### src/rtl/core/ovsc_pkg.sv
package ovsc_pkg;

  // field and register widths
  localparam int DUTY_W   = 10;
  localparam int TRAVEL_W = 12;
  localparam int BAND_W   = 10;
  localparam int PERIOD_W = 14;
  localparam int POS_W    = 26;
  localparam int CFG_IDX_W  = 2;
  localparam int CFG_DATA_W = 14;

  // arithmetic constants
  localparam int FULL_SCALE  = 1000000;
  localparam int PERMILLE    = 1000;
  localparam int HOME_FACTOR = 1500;
  localparam int MIN_BAND    = 2;

  // step = 1000 * period / travel, restoring divider
  localparam int DIVD_W    = 24;
  localparam int DIV_STEPS = DIVD_W;
  localparam int DIV_CNT_W = $clog2(DIV_STEPS);

  // reset values of the configuration registers
  localparam logic [TRAVEL_W-1:0] TRAVEL_RST = TRAVEL_W'(60);
  localparam logic [BAND_W-1:0]   BAND_RST   = BAND_W'(10);
  localparam logic [PERIOD_W-1:0] PERIOD_RST = PERIOD_W'(100);

  // configuration register indexes
  localparam logic [CFG_IDX_W-1:0] CFG_TRAVEL = 2'd0;
  localparam logic [CFG_IDX_W-1:0] CFG_BAND   = 2'd1;
  localparam logic [CFG_IDX_W-1:0] CFG_PERIOD = 2'd2;

  typedef enum logic [1:0] {
    CMD_REST  = 2'd0,
    CMD_OPEN  = 2'd1,
    CMD_CLOSE = 2'd2
  } drive_cmd_t;

  typedef enum logic [1:0] {
    ST_IDLE,
    ST_DIV,
    ST_WRITE
  } ctrl_state_t;

  // controller to datapath
  typedef struct packed {
    logic load;
    logic commit;
  } ctrl_cmd_t;

  // datapath to controller
  typedef struct packed {
    logic div_busy;
  } dp_status_t;

endpackage

### src/rtl/core/ovsc_div.sv
module ovsc_div (
  input  logic                              clk,
  input  logic                              rst_n,
  input  logic                              start,
  input  logic [ovsc_pkg::DIVD_W-1:0]       dividend,
  input  logic [ovsc_pkg::TRAVEL_W-1:0]     divisor,
  output logic                              busy,
  output logic [ovsc_pkg::DIVD_W-1:0]       quotient
);

  logic                              busy_r, busy_nxt;
  logic [ovsc_pkg::DIV_CNT_W-1:0]    cnt_r, cnt_nxt;
  logic [ovsc_pkg::TRAVEL_W-1:0]     rem_r, rem_nxt;
  logic [ovsc_pkg::TRAVEL_W-1:0]     dsr_r, dsr_nxt;
  logic [ovsc_pkg::DIVD_W-1:0]       quo_r, quo_nxt;
  logic [ovsc_pkg::TRAVEL_W:0]       trial;
  logic                              ge;

  // one quotient bit per cycle
  always_comb begin
    trial    = {rem_r, quo_r[ovsc_pkg::DIVD_W-1]};
    ge       = trial >= {1'b0, dsr_r};
    busy_nxt = busy_r;
    cnt_nxt  = cnt_r;
    rem_nxt  = rem_r;
    dsr_nxt  = dsr_r;
    quo_nxt  = quo_r;
    if (start) begin
      busy_nxt = 1'b1;
      cnt_nxt  = '0;
      rem_nxt  = '0;
      dsr_nxt  = divisor;
      quo_nxt  = dividend;
    end else if (busy_r) begin
      rem_nxt = ge ? ovsc_pkg::TRAVEL_W'(trial - {1'b0, dsr_r})
                   : trial[ovsc_pkg::TRAVEL_W-1:0];
      quo_nxt = {quo_r[ovsc_pkg::DIVD_W-2:0], ge};
      cnt_nxt = cnt_r + 1'b1;
      if (cnt_r == ovsc_pkg::DIV_CNT_W'(ovsc_pkg::DIV_STEPS - 1)) begin
        busy_nxt = 1'b0;
      end
    end
  end

  // control state
  always_ff @(posedge clk) begin
    if (!rst_n) begin
      busy_r <= 1'b0;
      cnt_r  <= '0;
    end else begin
      busy_r <= busy_nxt;
      cnt_r  <= cnt_nxt;
    end
  end

  // operands
  always_ff @(posedge clk) begin
    rem_r <= rem_nxt;
    dsr_r <= dsr_nxt;
    quo_r <= quo_nxt;
  end

  assign busy     = busy_r;
  assign quotient = quo_r;

endmodule

### src/rtl/core/ovsc_dp.sv
module ovsc_dp (
  input  logic                               clk,
  input  logic                               rst_n,
  input  ovsc_pkg::ctrl_cmd_t                cmd,
  output ovsc_pkg::dp_status_t               status,
  input  logic [ovsc_pkg::DUTY_W-1:0]        in_duty,
  input  logic                               cfg_we,
  input  logic [ovsc_pkg::CFG_IDX_W-1:0]     cfg_idx,
  input  logic [ovsc_pkg::CFG_DATA_W-1:0]    cfg_wdata,
  output ovsc_pkg::drive_cmd_t               out_cmd,
  output logic                               out_homing
);

  localparam logic [ovsc_pkg::POS_W-1:0] FULL_POS = ovsc_pkg::POS_W'(ovsc_pkg::FULL_SCALE);
  localparam logic [19:0] FULL_20 = 20'(ovsc_pkg::FULL_SCALE);

  logic [ovsc_pkg::TRAVEL_W-1:0] travel_r;
  logic [ovsc_pkg::BAND_W-1:0]   band_r;
  logic [ovsc_pkg::PERIOD_W-1:0] period_r;
  logic [ovsc_pkg::POS_W-1:0]    pos_r, pos_nxt;
  logic                          homed_r, homed_nxt;
  logic [ovsc_pkg::DUTY_W-1:0]   duty_r;
  ovsc_pkg::drive_cmd_t          cmd_r, cmd_nxt;
  logic                          hom_r, hom_nxt;

  logic [ovsc_pkg::TRAVEL_W-1:0] travel_eff;
  logic [ovsc_pkg::DIVD_W-1:0]   dividend;
  logic [ovsc_pkg::DIVD_W-1:0]   step;
  logic                          div_busy;

  logic [26:0]                   home_cnt;
  logic [22:0]                   home_thr;
  logic                          home_end;

  logic [ovsc_pkg::BAND_W-1:0]   band;
  logic [10:0]                   dpb, dmb1;
  logic                          lo_ok;
  logic [20:0]                   lo_thr, hi_thr;
  logic [19:0]                   posc;
  logic                          want_open, want_close;
  logic [24:0]                   pos_up;
  logic [19:0]                   pos_run;
  ovsc_pkg::drive_cmd_t          run_cmd;

  // step size divider, started on each accepted item
  assign travel_eff = (travel_r == '0) ? ovsc_pkg::TRAVEL_W'(1) : travel_r;
  assign dividend   = ovsc_pkg::DIVD_W'(period_r) * ovsc_pkg::DIVD_W'(ovsc_pkg::PERMILLE);

  ovsc_div u_div (
    .clk      (clk),
    .rst_n    (rst_n),
    .start    (cmd.load),
    .dividend (dividend),
    .divisor  (travel_eff),
    .busy     (div_busy),
    .quotient (step)
  );

  assign status.div_busy = div_busy;

  // homing counter
  assign home_cnt = 27'(pos_r) + 27'(period_r);
  assign home_thr = 23'(travel_eff) * 23'(ovsc_pkg::HOME_FACTOR);
  assign home_end = home_cnt > 27'(home_thr);

  // per-mille compare without division: floor(pos/1000) <= k iff pos < (k+1)*1000
  always_comb begin
    band = (band_r < ovsc_pkg::BAND_W'(ovsc_pkg::MIN_BAND))
           ? ovsc_pkg::BAND_W'(ovsc_pkg::MIN_BAND) : band_r;
    posc = (pos_r > FULL_POS) ? FULL_20 : pos_r[19:0];
    dpb  = 11'(duty_r) + 11'(band);
    lo_ok = duty_r >= band;
    dmb1 = 11'(duty_r) - 11'(band) + 11'd1;
    lo_thr = 21'(dmb1) * 21'(ovsc_pkg::PERMILLE);
    hi_thr = 21'(dpb) * 21'(ovsc_pkg::PERMILLE);
    want_open  = lo_ok && (21'(posc) < lo_thr);
    want_close = 21'(posc) >= hi_thr;
  end

  // running command and position move
  always_comb begin
    pos_up  = 25'(posc) + 25'(step);
    pos_run = posc;
    run_cmd = ovsc_pkg::CMD_REST;
    priority if (want_open) begin
      run_cmd = ovsc_pkg::CMD_OPEN;
      pos_run = (pos_up > 25'(FULL_20)) ? FULL_20 : pos_up[19:0];
    end else if (want_close) begin
      run_cmd = ovsc_pkg::CMD_CLOSE;
      pos_run = (24'(posc) < step) ? '0 : posc - step[19:0];
    end
    // forcing near the ends of the demand range, close wins
    if (dpb >= 11'(ovsc_pkg::PERMILLE)) begin
      run_cmd = ovsc_pkg::CMD_OPEN;
    end
    if (duty_r <= band) begin
      run_cmd = ovsc_pkg::CMD_CLOSE;
    end
  end

  // state update on commit
  always_comb begin
    pos_nxt   = pos_r;
    homed_nxt = homed_r;
    cmd_nxt   = cmd_r;
    hom_nxt   = hom_r;
    if (cmd.commit) begin
      if (!homed_r) begin
        pos_nxt   = home_end ? '0 : home_cnt[ovsc_pkg::POS_W-1:0];
        homed_nxt = home_end;
        cmd_nxt   = ovsc_pkg::CMD_CLOSE;
        hom_nxt   = 1'b1;
      end else begin
        pos_nxt = ovsc_pkg::POS_W'(pos_run);
        cmd_nxt = run_cmd;
        hom_nxt = 1'b0;
      end
    end
  end

  // configuration and model state
  always_ff @(posedge clk) begin
    if (!rst_n) begin
      travel_r <= ovsc_pkg::TRAVEL_RST;
      band_r   <= ovsc_pkg::BAND_RST;
      period_r <= ovsc_pkg::PERIOD_RST;
      pos_r    <= '0;
      homed_r  <= 1'b0;
    end else begin
      if (cfg_we) begin
        unique case (cfg_idx)
          ovsc_pkg::CFG_TRAVEL: travel_r <= cfg_wdata[ovsc_pkg::TRAVEL_W-1:0];
          ovsc_pkg::CFG_BAND:   band_r   <= cfg_wdata[ovsc_pkg::BAND_W-1:0];
          ovsc_pkg::CFG_PERIOD: period_r <= cfg_wdata;
          default: ;
        endcase
      end
      pos_r   <= pos_nxt;
      homed_r <= homed_nxt;
    end
  end

  // item and result payload
  always_ff @(posedge clk) begin
    if (cmd.load) begin
      duty_r <= in_duty;
    end
    cmd_r <= cmd_nxt;
    hom_r <= hom_nxt;
  end

  assign out_cmd    = cmd_r;
  assign out_homing = hom_r;

  // once homed, the position model stays inside full scale
  a_pos_range: assert property (@(posedge clk) disable iff (!rst_n)
    homed_r |-> pos_r <= FULL_POS)
    else $error("position model beyond full scale");

  // homing ends with the model at zero
  a_home_zero: assert property (@(posedge clk) disable iff (!rst_n)
    $rose(homed_r) |-> pos_r == '0)
    else $error("homing ended with nonzero position");

  // running phase never goes back to homing
  a_homed_sticky: assert property (@(posedge clk) disable iff (!rst_n)
    homed_r |=> homed_r)
    else $error("homed flag cleared without reset");

  // a result is only written after the step size is ready
  a_commit_div: assert property (@(posedge clk) disable iff (!rst_n)
    cmd.commit |-> !div_busy)
    else $error("commit while divider busy");

endmodule

### src/rtl/core/ovsc_ctrl.sv
module ovsc_ctrl (
  input  logic                 clk,
  input  logic                 rst_n,
  input  logic                 in_valid,
  output logic                 in_ready,
  output logic                 out_valid,
  input  logic                 out_ready,
  output ovsc_pkg::ctrl_cmd_t  cmd,
  input  ovsc_pkg::dp_status_t status
);

  ovsc_pkg::ctrl_state_t state_r, state_nxt;
  logic                  out_valid_r, out_valid_nxt;

  // next state, handshakes and datapath commands
  always_comb begin
    state_nxt     = state_r;
    out_valid_nxt = out_valid_r && !out_ready;
    in_ready      = 1'b0;
    cmd.load      = 1'b0;
    cmd.commit    = 1'b0;
    unique case (state_r)
      ovsc_pkg::ST_IDLE: begin
        in_ready = 1'b1;
        if (in_valid) begin
          cmd.load  = 1'b1;
          state_nxt = ovsc_pkg::ST_DIV;
        end
      end
      ovsc_pkg::ST_DIV: begin
        if (!status.div_busy) begin
          state_nxt = ovsc_pkg::ST_WRITE;
        end
      end
      ovsc_pkg::ST_WRITE: begin
        if (!out_valid_r || out_ready) begin
          cmd.commit    = 1'b1;
          out_valid_nxt = 1'b1;
          state_nxt     = ovsc_pkg::ST_IDLE;
        end
      end
      default: state_nxt = ovsc_pkg::ST_IDLE;
    endcase
  end

  // state and output valid registers
  always_ff @(posedge clk) begin
    if (!rst_n) begin
      state_r     <= ovsc_pkg::ST_IDLE;
      out_valid_r <= 1'b0;
    end else begin
      state_r     <= state_nxt;
      out_valid_r <= out_valid_nxt;
    end
  end

  assign out_valid = out_valid_r;

  // a waiting result is never overwritten
  a_no_overwrite: assert property (@(posedge clk) disable iff (!rst_n)
    cmd.commit |-> (!out_valid_r || out_ready))
    else $error("result overwritten before taken");

  // an accepted item always starts the divider phase
  a_accept_div: assert property (@(posedge clk) disable iff (!rst_n)
    (in_valid && in_ready) |=> (state_r == ovsc_pkg::ST_DIV && status.div_busy))
    else $error("accepted item did not start divider");

  // writeback only sees a finished step size
  a_write_idle_div: assert property (@(posedge clk) disable iff (!rst_n)
    state_r == ovsc_pkg::ST_WRITE |-> !status.div_busy)
    else $error("writeback with divider busy");

endmodule

### src/rtl/core/open_loop_valve_step_controller.sv
// channel  | ports                        | fields (low bit up)
// ---------+------------------------------+-----------------------------------
// input    | in_tvalid in_tready in_tdata | [9:0] duty_demand, [15:10] zero
// result   | out_tvalid out_tready        | tdata [1:0] drive_cmd, [7:2] zero;
//          | out_tdata out_tuser          | tuser [0] homing
// config   | cfg_valid cfg_ready          | cfg_index: 0 travel_time_s,
//          | cfg_index cfg_data           | 1 dead_band, 2 sample_period_ms
//
// per item: accept, divider run, divider-done check, then writeback, which waits
// until any pending result is taken; only then is the next item accepted.
// one item is in work at a time; the result register lets the next item in
// while the previous result waits for out_tready.
// rst_n is synchronous: homing restarts, registers return to 60 / 10 / 100.
// cfg_ready is always high; writes to index 3 are ignored.
module open_loop_valve_step_controller (
  input  logic                               clk,
  input  logic                               rst_n,
  input  logic                               in_tvalid,
  output logic                               in_tready,
  input  logic [15:0]                        in_tdata,   // [9:0] duty_demand
  output logic                               out_tvalid,
  input  logic                               out_tready,
  output logic [7:0]                         out_tdata,  // [1:0] drive_cmd
  output logic                               out_tuser,  // [0] homing
  input  logic                               cfg_valid,
  output logic                               cfg_ready,
  input  logic [ovsc_pkg::CFG_IDX_W-1:0]     cfg_index,
  input  logic [ovsc_pkg::CFG_DATA_W-1:0]    cfg_data
);

  ovsc_pkg::ctrl_cmd_t  cmd;
  ovsc_pkg::dp_status_t status;
  ovsc_pkg::drive_cmd_t drive_cmd;

  assign cfg_ready = 1'b1;

  // sequencing and handshakes
  ovsc_ctrl u_ctrl (
    .clk       (clk),
    .rst_n     (rst_n),
    .in_valid  (in_tvalid),
    .in_ready  (in_tready),
    .out_valid (out_tvalid),
    .out_ready (out_tready),
    .cmd       (cmd),
    .status    (status)
  );

  // position model, step divider and command logic
  ovsc_dp u_dp (
    .clk        (clk),
    .rst_n      (rst_n),
    .cmd        (cmd),
    .status     (status),
    .in_duty    (in_tdata[ovsc_pkg::DUTY_W-1:0]),
    .cfg_we     (cfg_valid && cfg_ready),
    .cfg_idx    (cfg_index),
    .cfg_wdata  (cfg_data),
    .out_cmd    (drive_cmd),
    .out_homing (out_tuser)
  );

  assign out_tdata = {6'b0, drive_cmd};

endmodule
### config.mk
export PLATFORM = sky130hd
export DESIGN_NAME = open_loop_valve_step_controller
export DESIGN_NICKNAME = d
export VERILOG_FILES = /design/src/rtl/core/ovsc_pkg.sv /design/src/rtl/core/ovsc_div.sv /design/src/rtl/core/ovsc_dp.sv /design/src/rtl/core/ovsc_ctrl.sv /design/src/rtl/core/open_loop_valve_step_controller.sv
export SDC_FILE = /design/constraint.sdc
export NUM_CORES = 1
export LEC_CHECK = 0
export BUFFER_PORTS_ARGS = -buffer_cell sky130_fd_sc_hd__buf_2
export CORE_MARGIN = 5
export CORE_UTILIZATION = 50
export CTS_CLUSTER_SIZE = 24
export DETAILED_ROUTE_END_ITERATION = 12
export PLACE_DENSITY_LB_ADDON = 0.12
export REMOVE_ABC_BUFFERS = 1
export SYNTH_ARGS = -nofsm -noshare
export SYNTH_HDL_FRONTEND = slang
export SYNTH_SLANG_ARGS = --single-unit
### constraint.sdc
create_clock -name clk -period 9.23 [get_ports clk]
set_input_delay 0.923 -clock clk [delete_from_list [all_inputs] [get_ports clk]]
set_output_delay 0.923 -clock clk [all_outputs]
set_load 0.02 [all_outputs]
# [After elaboration in Yosys (flattened, before gate mapping)]
# Index checks and enable logic that the tools add are counted.
[totals] regBits=133 in_bits=37 output_inout_bits=12 elab_cells=95
[classes] n_addsub=8 multipliers=4 order_cmp=11 n_eq_ne=8 muxes=31 n_bitwise=2 n_reduce_logical=15
[op_table] cell="two-way mux 20 bit" n=5
[op_table] cell="two-way mux 26 bit" n=2
[op_table] cell="two-way mux 24 bit" n=2
[op_table] cell="multiplier 11 x 7 -> 18 bit (second input constant)" n=2
[op_table] cell="adder 26 x 14 -> 27 bit" n=1
[op_table] cell="> comparator 27 x 23 -> 1 bit" n=1
[op_table] cell="> comparator 26 x 20 -> 1 bit (second input constant)" n=1
[op_table] cell="adder 20 x 24 -> 25 bit" n=1
[op_table] cell="> comparator 25 x 20 -> 1 bit (second input constant)" n=1
[op_table] cell="< comparator 20 x 24 -> 1 bit" n=1
[op_table] cell="two-way mux 12 bit" n=2
[op_table] cell="greater-or-equal comparator 20 x 21 -> 1 bit" n=1
[op_table] cell="< comparator 20 x 21 -> 1 bit" n=1
[op_table] cell="multiplier 12 x 9 -> 21 bit (second input constant)" n=1
[op_table] cell="multiplier 14 x 7 -> 21 bit (second input constant)" n=1
[op_table] cell="subtractor 20 bit" n=1
[op_table] cell="greater-or-equal comparator 13 x 12 -> 1 bit" n=1
[op_table] cell="logical NOT 12 bit" n=1
[op_table] cell="two-way mux 1 bit" n=12
[op_table] cell="two-way mux 2 bit" n=6
[op_table] cell="subtractor 12 bit" n=1
[op_table] cell="adder 10 x 10 -> 11 bit" n=1
[op_table] cell="adder 11 x 1 -> 11 bit (second input constant)" n=1
[op_table] cell="greater-or-equal comparator 11 x 10 -> 1 bit (second input constant)" n=1
[op_table] cell="21 further kinds" n=31

# [Longest topological paths before layout]
# Gate-level depths: netlist of run 1.
[logic_depth] word_depth=9 mapped_depth=40 mapped_depth_nobuf=38

# [Cells and area by module]
# Synthesis of run 1 repeated with hierarchy kept, for this count alone.
[unflattened] cells_unflattened=2310 area_unflattened_um2=20339.5
[by_module_without_submodules] mod="ovsc_dp" n_inst=1 cells_per_inst=2041 area_each_um2=17339.1 seq_area_each_um2=1651.6
[by_module_without_submodules] mod="ovsc_div" n_inst=1 cells_per_inst=246 area_each_um2=2801.4 seq_area_each_um2=1441.4
[by_module_without_submodules] mod="ovsc_ctrl" n_inst=1 cells_per_inst=14 area_each_um2=138.9 seq_area_each_um2=60.1
[by_module_without_submodules] mod="open_loop_valve_step_controller" n_inst=1 cells_per_inst=9 area_each_um2=60.1 seq_area_each_um2=0.0

# [Worst setup path after synthesis of run 1]
# Ideal clock, no wire load.
[synth_path] path_kind="register to register" from="register u_dp.band_r[9] in the netlist's numbering" to="register u_dp.pos_r[14] in the netlist's numbering" setup_time_ns=0.117 arrival_time_ns=7.900 required_ns=9.113 slack_ns=1.212 path_stages_with_launch=34 n_path_buf=1 synth_period_minus_slack_ns=8.018 path_cell_list="dfxtp_1 > nor4_1 > nand2_1 > nand2b_1 > ha_1 > inv_1 > ha_1 > inv_1 > fa_1 > o21bai_1 > a21oi_1 > xor2_1 > ha_1 > xnor2_1 > fa_1 > fa_1 > fa_1 > inv_1 > ha_1 > o21a_1 > a21oi_1 > a311oi_1 > nand3_1 > a221o_1 > ha_1 > a21o_1 > nor4_1 > o31ai_1 > a31o_2 > a22oi_2 > o211a_1 > clkbuf_1 > o211ai_1 > a32o_1"
[synth_between] elab_chain_cells=9 word_cells_on_any_way=14 classes_between="3 x add/sub; 2 x mul; 4 x order compare; 4 x mux; 1 x reduce/logical"
[synth_rtl] element="start, declared" line="ovsc_dp.sv:18" text="logic [ovsc_pkg::BAND_W-1:0] band_r;"
[synth_rtl] element="start signal, assigned" line="ovsc_dp.sv:125" text="band_r <= ovsc_pkg::BAND_RST;"
[synth_rtl] element="start signal, assigned" line="ovsc_dp.sv:133" text="ovsc_pkg::CFG_BAND: band_r <= cfg_wdata[ovsc_pkg::BAND_W-1:0];"
[synth_rtl] element="< comparator 10 x 2 -> 1 bit" line="ovsc_dp.sv:68" text="band = (band_r < ovsc_pkg::BAND_W'(ovsc_pkg::MIN_BAND))"
[synth_rtl] element="two-way mux 10 bit (*)" line="ovsc_dp.sv:69" text="? ovsc_pkg::BAND_W'(ovsc_pkg::MIN_BAND) : band_r;"
[synth_rtl] element="subtractor 10 x 10 -> 11 bit" line="ovsc_dp.sv:73" text="dmb1 = 11'(duty_r) - 11'(band) + 11'd1;"
[synth_rtl] element="adder 11 x 1 -> 11 bit" line="ovsc_dp.sv:73"
[synth_rtl] element="multiplier 11 x 7 -> 18 bit" line="ovsc_dp.sv:74" text="lo_thr = 21'(dmb1) * 21'(ovsc_pkg::PERMILLE);"
[synth_rtl] element="< comparator 20 x 21 -> 1 bit" line="ovsc_dp.sv:76" text="want_open = lo_ok && (21'(posc) < lo_thr);"
[synth_rtl] element="logical AND 1 bit" line="ovsc_dp.sv:76"
[synth_rtl] element="two-way mux 20 bit (*)" line="ovsc_dp.sv:85" text="priority if (want_open) begin"
[synth_rtl] element="two-way mux 26 bit (*)" line="ovsc_dp.sv:108" text="if (!homed_r) begin"
[synth_rtl] element="end signal, assigned" line="ovsc_dp.sv:138" text="pos_r <= pos_nxt;"
[synth_rtl] element="end, declared" line="ovsc_dp.sv:20" text="logic [ovsc_pkg::POS_W-1:0] pos_r, pos_nxt;"
# Mark *: on every way between the ends. The rest lies on a longest branch, timed or not.
# A chain may end at the register's enable or synchronous reset.

# [Worst setup path after layout of run 1]
[layout_path] from="register u_dp.band_r[5] in the netlist's numbering" to="register u_dp.pos_r[4] in the netlist's numbering"
# The elaborated chain is that of the path after synthesis.

==> results of run 1 <==
-- flip-flops by register name, indices dropped and copies added (netlist names) --
register             count
u_dp.pos_r              26
u_dp.u_div.cnt_r         5
u_dp.period_r           14
u_dp.u_div.quotient     24
u_dp.duty_r             10
u_dp.out_homing          1
u_ctrl.out_valid         1
u_dp.u_div.dsr_r        12
u_dp.u_div.busy          1
u_ctrl.state_r           2
u_dp.travel_r           12
u_dp.u_div.rem_r        12
u_dp.out_cmd             2
u_dp.homed_r             1
u_dp.band_r             10
-- layer usage --
metal | share of wire | up-vias
li1 | - | 8055
met1 | 0.49 | 7703
met2 | 0.43 | 417
met3 | 0.048 | 66
met4 | 0.030 | 0
met5 | 0 | -
-- area by class of cell --
cell class              instances  area [µm²]
fillers                      3851       18840
multi-input cells            1780       15670
flip-flops and latches        133        3124
inverters                     348        1306
well taps                     532       665.6
clock buffers                  17       425.4
repair buffers                 61       370.4
clock inverters                15       155.1
-- cell families (layout without fill, tap and decap cells) --
family,count (synthesis),in the layout,share of synthesized area
other cells,2,7,0.0003684
flops,133,133,0.1532
fa+ha+maj,517,517,0.3774
simple gates,535,535,0.1306
mux,31,31,0.01553
xor+xnor,146,146,0.06341
buf+inv,427,441,0.08164
compound gates,544,544,0.1779
-- synth_stat cells (26+ instances only) --
library cell,instances
clkbuf_1,57
xor2_1,67
mux2i_1,26
nand2_1,151
nor2b_1,31
edfxtp_1,46
fa_1,163
a21oi_1,136
dfxtp_1,87
o21bai_1,28
nor3_1,30
o21ai_0,119
nor2_1,109
nand3_1,51
ha_1,354
xnor2_1,78
inv_1,346
a21o_1,40
-- worst register-to-register path: cells and delay by family, from the launching register on --
family                     cells  cell delay, ps
and+or+nand+nor                5             940
AOI/OAI and AO/OA             16            3040
adders and majority gates      9            3310
xor gates and xnor gates       1             260
buffers and inverters          5             560
DFF                            1             370
-- power groups by stage --
stage | Sequential, µW | Clock [µW] | Combinational [µW]
2_1_floorplan | 723 | 0 | 5450
3_3_place_gp | 757 | 0 | 6620
3_5_place_dp | 760 | 0 | 6810
4_1_cts | 747 | 707 | 6850
5_1_grt | 752 | 735 | 7940
6_report | 746 | 691 | 6910
-- what timing repair did --
action / CTS / global route
gates resized for setup: 0 / 9
hold buffers: 0 / 0
endpoints found under the setup margin: 0 / 21
-- per-stage QoR --
| stage | util | area [µm²] |
|---|---|---|
| after CTS | 0.5342 | 21660 |
| after floorplan | - | 20040 |
| after detailed placement | 0.5198 | 21080 |
| after global routing | 0.5355 | 21720 |
| after global placement | 0.5198 | 21080 |
| final | 0.5355 | 21720 |
-- layout by cell type, fill, tap and decap left out, drive strengths merged, types with 25 or more instances in the layout --
cell    count
a21boi     25
a21o       40
a21oi     137
buf        61
dfxtp      87
edfxtp     46
fa        163
ha        354
inv       350
mux2i      26
nand2     151
nand3      51
nor2      109
nor2b      32
nor3       31
o21ai     120
o21bai     29
xnor2      78
xor2       67
-- worst min-delay path by stage --
| stage | startpoint | endpoint | slack, ps | cells after the start |
|---|---|---|---|---|
| after detailed placement | u_ctrl.state_r[1] | u_ctrl.state_r[0] | 470 | 1 |
| after global routing | u_ctrl.state_r[1] | u_ctrl.state_r[0] | 510 | 1 |
| final | u_ctrl.state_r[1] | u_ctrl.state_r[0] | 490 | 1 |
| after CTS | u_ctrl.state_r[1] | u_ctrl.state_r[0] | 480 | 1 |
| after global placement | u_ctrl.state_r[1] | u_ctrl.state_r[0] | 460 | 1 |
| after floorplan | u_ctrl.state_r[1] | u_ctrl.state_r[0] | 450 | 1 |
==> metrics.md, run 1 <==
| Metric | Value |
|---|---|
| Status | finished, final reports clean |
| Area Growth Syn to Fin | 6.549% |
| Crit-path leading delay family | adder cells |
| Nets | 2895 |
| Clk pin slew, worst setup/hold paths | 70 ps |
| DR vias | 16240 |
| Final hold violation count | 0 |
| Met2 Use GR | 0.3558 |
| Antenna violations before repair | 0 |
| Root Driver | clkbuf_16 |
| Post-synth top area share | 0.2173 |
| Vert. Die Dim | 211.9 µm |
| Rows | 74 |
| Crit share post-route | 0.9272 |
| R2R setup slack | 670 ps |
| Crit Path Max Fanout | 13 |
| First DRT Iteration DRCs | 1048 |
| Gpl congestion | 0.9027 |
| Layout cells sized above 1 | 0.06075 |
| Sink Count | 133 |
| Slowest cell on crit path | fa_1 |
| Clock buffer depth | 2 |
| Starting Density | 0.5026 |
| Switching Share | 0.5125 |
| HPWL Detailed | 42500 µm |
| Non-filler cells, final | 2886 |
| I/O Pins | 49 |
| Die X | 211.9 µm |
| Post-synth EDFFs | 46 |
| Register area share after synthesis | 0.1532 |
| Pins Over Slew Limit | 0 |
| Worst vdd rail ir drop | 401.1 µV |
| Busiest grt layer | met2 |
| Final setup fails | 0 |
| Ys Warns | 0 |
| Vias/cell | 5.628 |
| WP depth | 36 |
| DR DRC count | 0 |
| Total gr overflow | 0 |
| Internal power | 4069 µW |
| Met3 Resource Use GR | 0.03112 |
| CTS buffer count | 17 |
| Min-delay worst type | reg -> reg |
| Core area | 40550 µm² |
| Sequential power share | 0.089 |
| Diodes inserted | 0 |
| Critical path origin | u_dp.band_r[5] |
| Relative slew slack | 0.2834 |
| Vias in the first global route | 15680 |
| Overall Power | 8345 µW |
| CP endpoint | u_dp.pos_r[4] |
| Logic pwr share | 0.828 |
| TritonRoute pass-1 iters | 5 |
| CP Capture Type | flop |
| CTS H-tree depth | 4 |
| Cell Area, Synth | 20380 µm² |
| Critical Path Most Common Cell | ha_1 |
| Final worst slack | 671.8 ps |
| Setup Buffers After CTS | 0 |
| Clk_skew | 15.03 ps |
| Gr usage total | 0.2319 |
| Slew @ Worst Pin | 1075 ps |
| Syn Area/Cell | 8.729 µm² |
| Final ANT Viol Nets | 0 |
| LEAKAGE | 0.01058 µW |
| Syn Inst Count | 2335 |
| Async SR Flop Fraction | 0 |
| Reg2reg end | u_dp.pos_r[4] |
| Clock power frac | 0.083 |
| Crit path required time | 9610 ps |
| #FFs+latches synth | 133 |
| First-pass GRT wire length | 83170 µm |
| Ys flop type | dfxtp_1 |
| Largest net degree at the start of global routing | 72 |
| WP buf/inv | 5 |
| Post-synth cell types | 88 |
| Fin crit period | 8558 ps |
| CTS tree | done |
| Max-cap viol count | 0 |
| R2R depth | 36 |
| Die ar. | 44900 µm² |
| TNS Setup | 0 ps |
| Clk Latency, worst-skew pair | 460 ps |
| Cell Count Post-Placement | 2854 |
| Routed wire length | 51520 µm |
| RSZ-0062 raised after global routing | false |
| Fin Hold WS | 486.3 ps |
| Critical Path Source Type | flop |
| Worst Setup Path Type | reg -> reg |
| P_sw | 4277 µW |
| Crit path largest cell delay | 530 ps |
| Synth area leader | ha_1 |
| Routed len/inst | 17.85 µm |
| GR met1 Demand/Resource | 0.3406 |
| PwrDens | 384.3 nW/µm² |
| FF-to-FF Start | u_dp.band_r[5] |
| Achievable Freq | 116.8 MHz |
| Setup WS pre-CTS | 324.2 ps |
| Port Buffers | 35 |
| Main area contributors after synthesis | ha_1 22%, fa_1 16%, dfxtp_1 8.5%, edfxtp_1 6.8%, inv_1 6.4% |
| CP arrival | 8940 ps |
Note: power is estimated with default switching activity, not from simulation.
==> run 2: changes to the inputs <==
- ABC_AREA: unset -> 1
- clock period: 9.23 -> 8.55 ns (I/O delays scaled with it)
==> run 2 against run 1 <==
  * Synthesized area is 6.1% higher
  * Cell area is 6.0% higher
  * Hold slack worse by 2.9 ps
  * First-iteration DRC count is 20% higher
  * Critical path depth is 5 higher
  * Die area is 5.8% higher
  * Synthesized cell count is 27% higher
  * Final cell count is 24% higher
  * Clock-buffer cell count stayed put
  * Routed wire length is 18% higher
  * Critical path type unchanged
==> metrics.md, run 2 <==
| Metric | Value |
|---|---|
| CP Capture Type | flop |
| Routed len/inst | 17.05 µm |
| Simple-gate share of the synthesized area | 0.2147 |
| DR DRC count | 0 |
| CTS tree | done |
| CTS H-tree depth | 4 |
| Crit path largest cell delay | 520 ps |
| Post-synth EDFFs | 46 |
| Vias/cell | 5.312 |
| Layout cells sized above 1 | 0.06584 |
| Syn Inst Count | 2963 |
| Die X | 217.9 µm |
| Critical Path Source Type | flop |
| Final worst slack | 581.6 ps |
| Synth Area in Adders | 0.3558 |
| Critical Path Most Common Cell | nand2_1 |
| Area Growth Syn to Fin | 6.493% |
| Rows | 76 |
| Post-synth cell types | 61 |
| Antenna violations before repair | 0 |
| Fin crit period | 7968 ps |
| Gr usage total | 0.2557 |
| Clk Latency, worst-skew pair | 430 ps |
| Gpl congestion | 0.9921 |
| Register area share after synthesis | 0.1444 |
| Achievable Freq | 125.5 MHz |
| Post-Synth XOR/XNOR Area | 0.04850 |
| Hold_buf cts | 0 |
| HPWL Detailed | 51760 µm |
| Vert. Die Dim | 217.9 µm |
| Main area contributors after synthesis | ha_1 20%, fa_1 15%, inv_1 10%, nand2_1 9.3%, dfxtp_1 8.1% |
| CTS buffer count | 17 |
| Status | finished, final reports clean |
| Clk_skew | 12.56 ps |
| Setup WS pre-CTS | 209.4 ps |
| Post-synthesis mux area share | 0 |
| Cell Area, Synth | 21620 µm² |
| Syn Area/Cell | 7.297 µm² |
| Sink Count | 133 |
| Ys flop type | dfxtp_1 |
| Final setup fails | 0 |
| Root Driver | clkbuf_16 |
| Clk pin slew, worst setup/hold paths | 70 ps |
| Min-delay worst type | reg -> reg |
| Layout Utilization | 0.5369 |
| Synth cell count leaders | 580 x inv_1, 534 x nand2_1, 354 x ha_1, 255 x nor2_1, 194 x a21oi_1 |
| Post-DP Area | 22310 µm² |
| Compound-Gate Fraction of Synth Area | 0.1144 |
| Top reg by flops | u_dp.pos_r |
| Clock buffer depth | 2 |
| Crit path required time | 8850 ps |
| Routed wire length | 61000 µm |
| Starting Density | 0.5041 |
| First DRT Iteration DRCs | 1260 |
| Total gr overflow | 0 |
| Vias in the first global route | 18650 |
| First-pass GRT wire length | 96860 µm |
| Final instance area | 23020 µm² |
| Final hold violation count | 0 |
| Crit share post-route | 0.9320 |
| DR vias | 19010 |
| Max reg flops | 26 |
| CP arrival | 8270 ps |
| Relative slew slack | 0.2635 |
| Crit Path Max Fanout | 20 |
| Slew @ Worst Pin | 1104 ps |
| Ys Warns | 0 |
| Commonest non-fill, non-tap cell in the layout | inv_1 |
| Async SR Flop Fraction | 0 |
| Nets | 3533 |
| I/O Pins | 49 |
| Main combinational cell family by area after synthesis | adder cells |
| Synth area leader | ha_1 |
| Core area | 42890 µm² |
| Final ANT Viol Nets | 0 |
| Pins Over Slew Limit | 0 |
| TritonRoute pass-1 iters | 5 |
| Commonest non-fill, non-tap cells in the layout | 578 x inv_1, 533 x nand2_1, 354 x ha_1 |
| Die ar. | 47500 µm² |
| Max-cap viol count | 0 |
| Worst Setup Path Type | reg -> reg |
| Post-synth top area share | 0.2049 |
| Slowest cell on crit path | fa_1 |
| Cell with the most instances after synthesis | inv_1 |
| Port Buffers | 35 |
| Largest net degree at the start of global routing | 57 |
| TNS Setup | 0 ps |
| #FFs+latches synth | 133 |
[run 2: cell count changes after synthesis, moves of 26 or more]
cell / previous run / this run
a21o_1: 40 / 9
o21ai_0: 119 / 145
inv_1: 346 / 580
xor2_1: 67 / 93
nor2_1: 109 / 255
nand3_1: 51 / 153
a21oi_1: 136 / 194
nand2_1: 151 / 534
mux2i_1: 26 / 0
nor2b_1: 31 / 1
xnor2_1: 78 / 23
[run 2: cells by family (layout without fill, tap and decap cells)]
| group | Yosys count | in the layout |
|---|---|---|
| buffers and inverters | 668 | 692 |
| DFF | 133 | 133 |
| and+or+nand+nor | 1084 | 1084 |
| AOI/OAI and AO/OA | 441 | 441 |
| adders and majority gates | 517 | 517 |
| xor gates and xnor gates | 118 | 118 |
| other | 2 | 8 |
[run 2: area by class of cell]
cell class	instances	area (µm²)
well taps	585	732.0
repair buffers	62	385.4
flip-flops and latches	133	3127
clock buffers	17	425.4
clock inverters	15	157.7
inverters	598	2245
diodes	1	2.502
multi-input cells	2167	15950
fillers	4242	19860
[run 2: what timing repair did]
item	CTS	global route
setup buffers	0	8
gates resized for setup	0	19
setup endpoints to repair	0	22
[run 2: path summary, 6_finish.rpt]
path	from	endpoint	slack, ps	cells past startpoint
hold / removal	u_dp.u_div.cnt_r[4]	u_dp.u_div.cnt_r[4]	480	2
setup reg to reg	u_dp.band_r[9]	u_dp.pos_r[17]	580	41
setup / recovery	u_dp.band_r[9]	u_dp.pos_r[17]	580	41
hold reg to reg	u_dp.u_div.cnt_r[4]	u_dp.u_div.cnt_r[4]	480	2
[run 2: worst max-delay path, delay by kind of cell (launching register included)]
kind	cells	cell delay, ps
adders and majority gates	9	3570
and+or+nand+nor	15	1320
AOI/OAI and AO/OA	7	1320
buffers and inverters	9	1070
DFF	1	360
xor gates and xnor gates	1	200
[run 2: per-stage QoR]
stage	instances	hold WS, ps
floorplan	2898	448.4
global placement	3537	462.9
detailed placement	3537	471.1
CTS	3569	481.1
global route	3577	511.0
finish	3578	483.4
[run 2: metal layers]
metal  track usage  wire length, µm
met5             0                0
met4       0.08834             1982
met3       0.03471             3212
met1        0.3470            27750
met2        0.4212            28050
Power of run 2 is not shown: default switching activity piles up to over one toggle a cycle in this logic, so the estimate is an artifact.
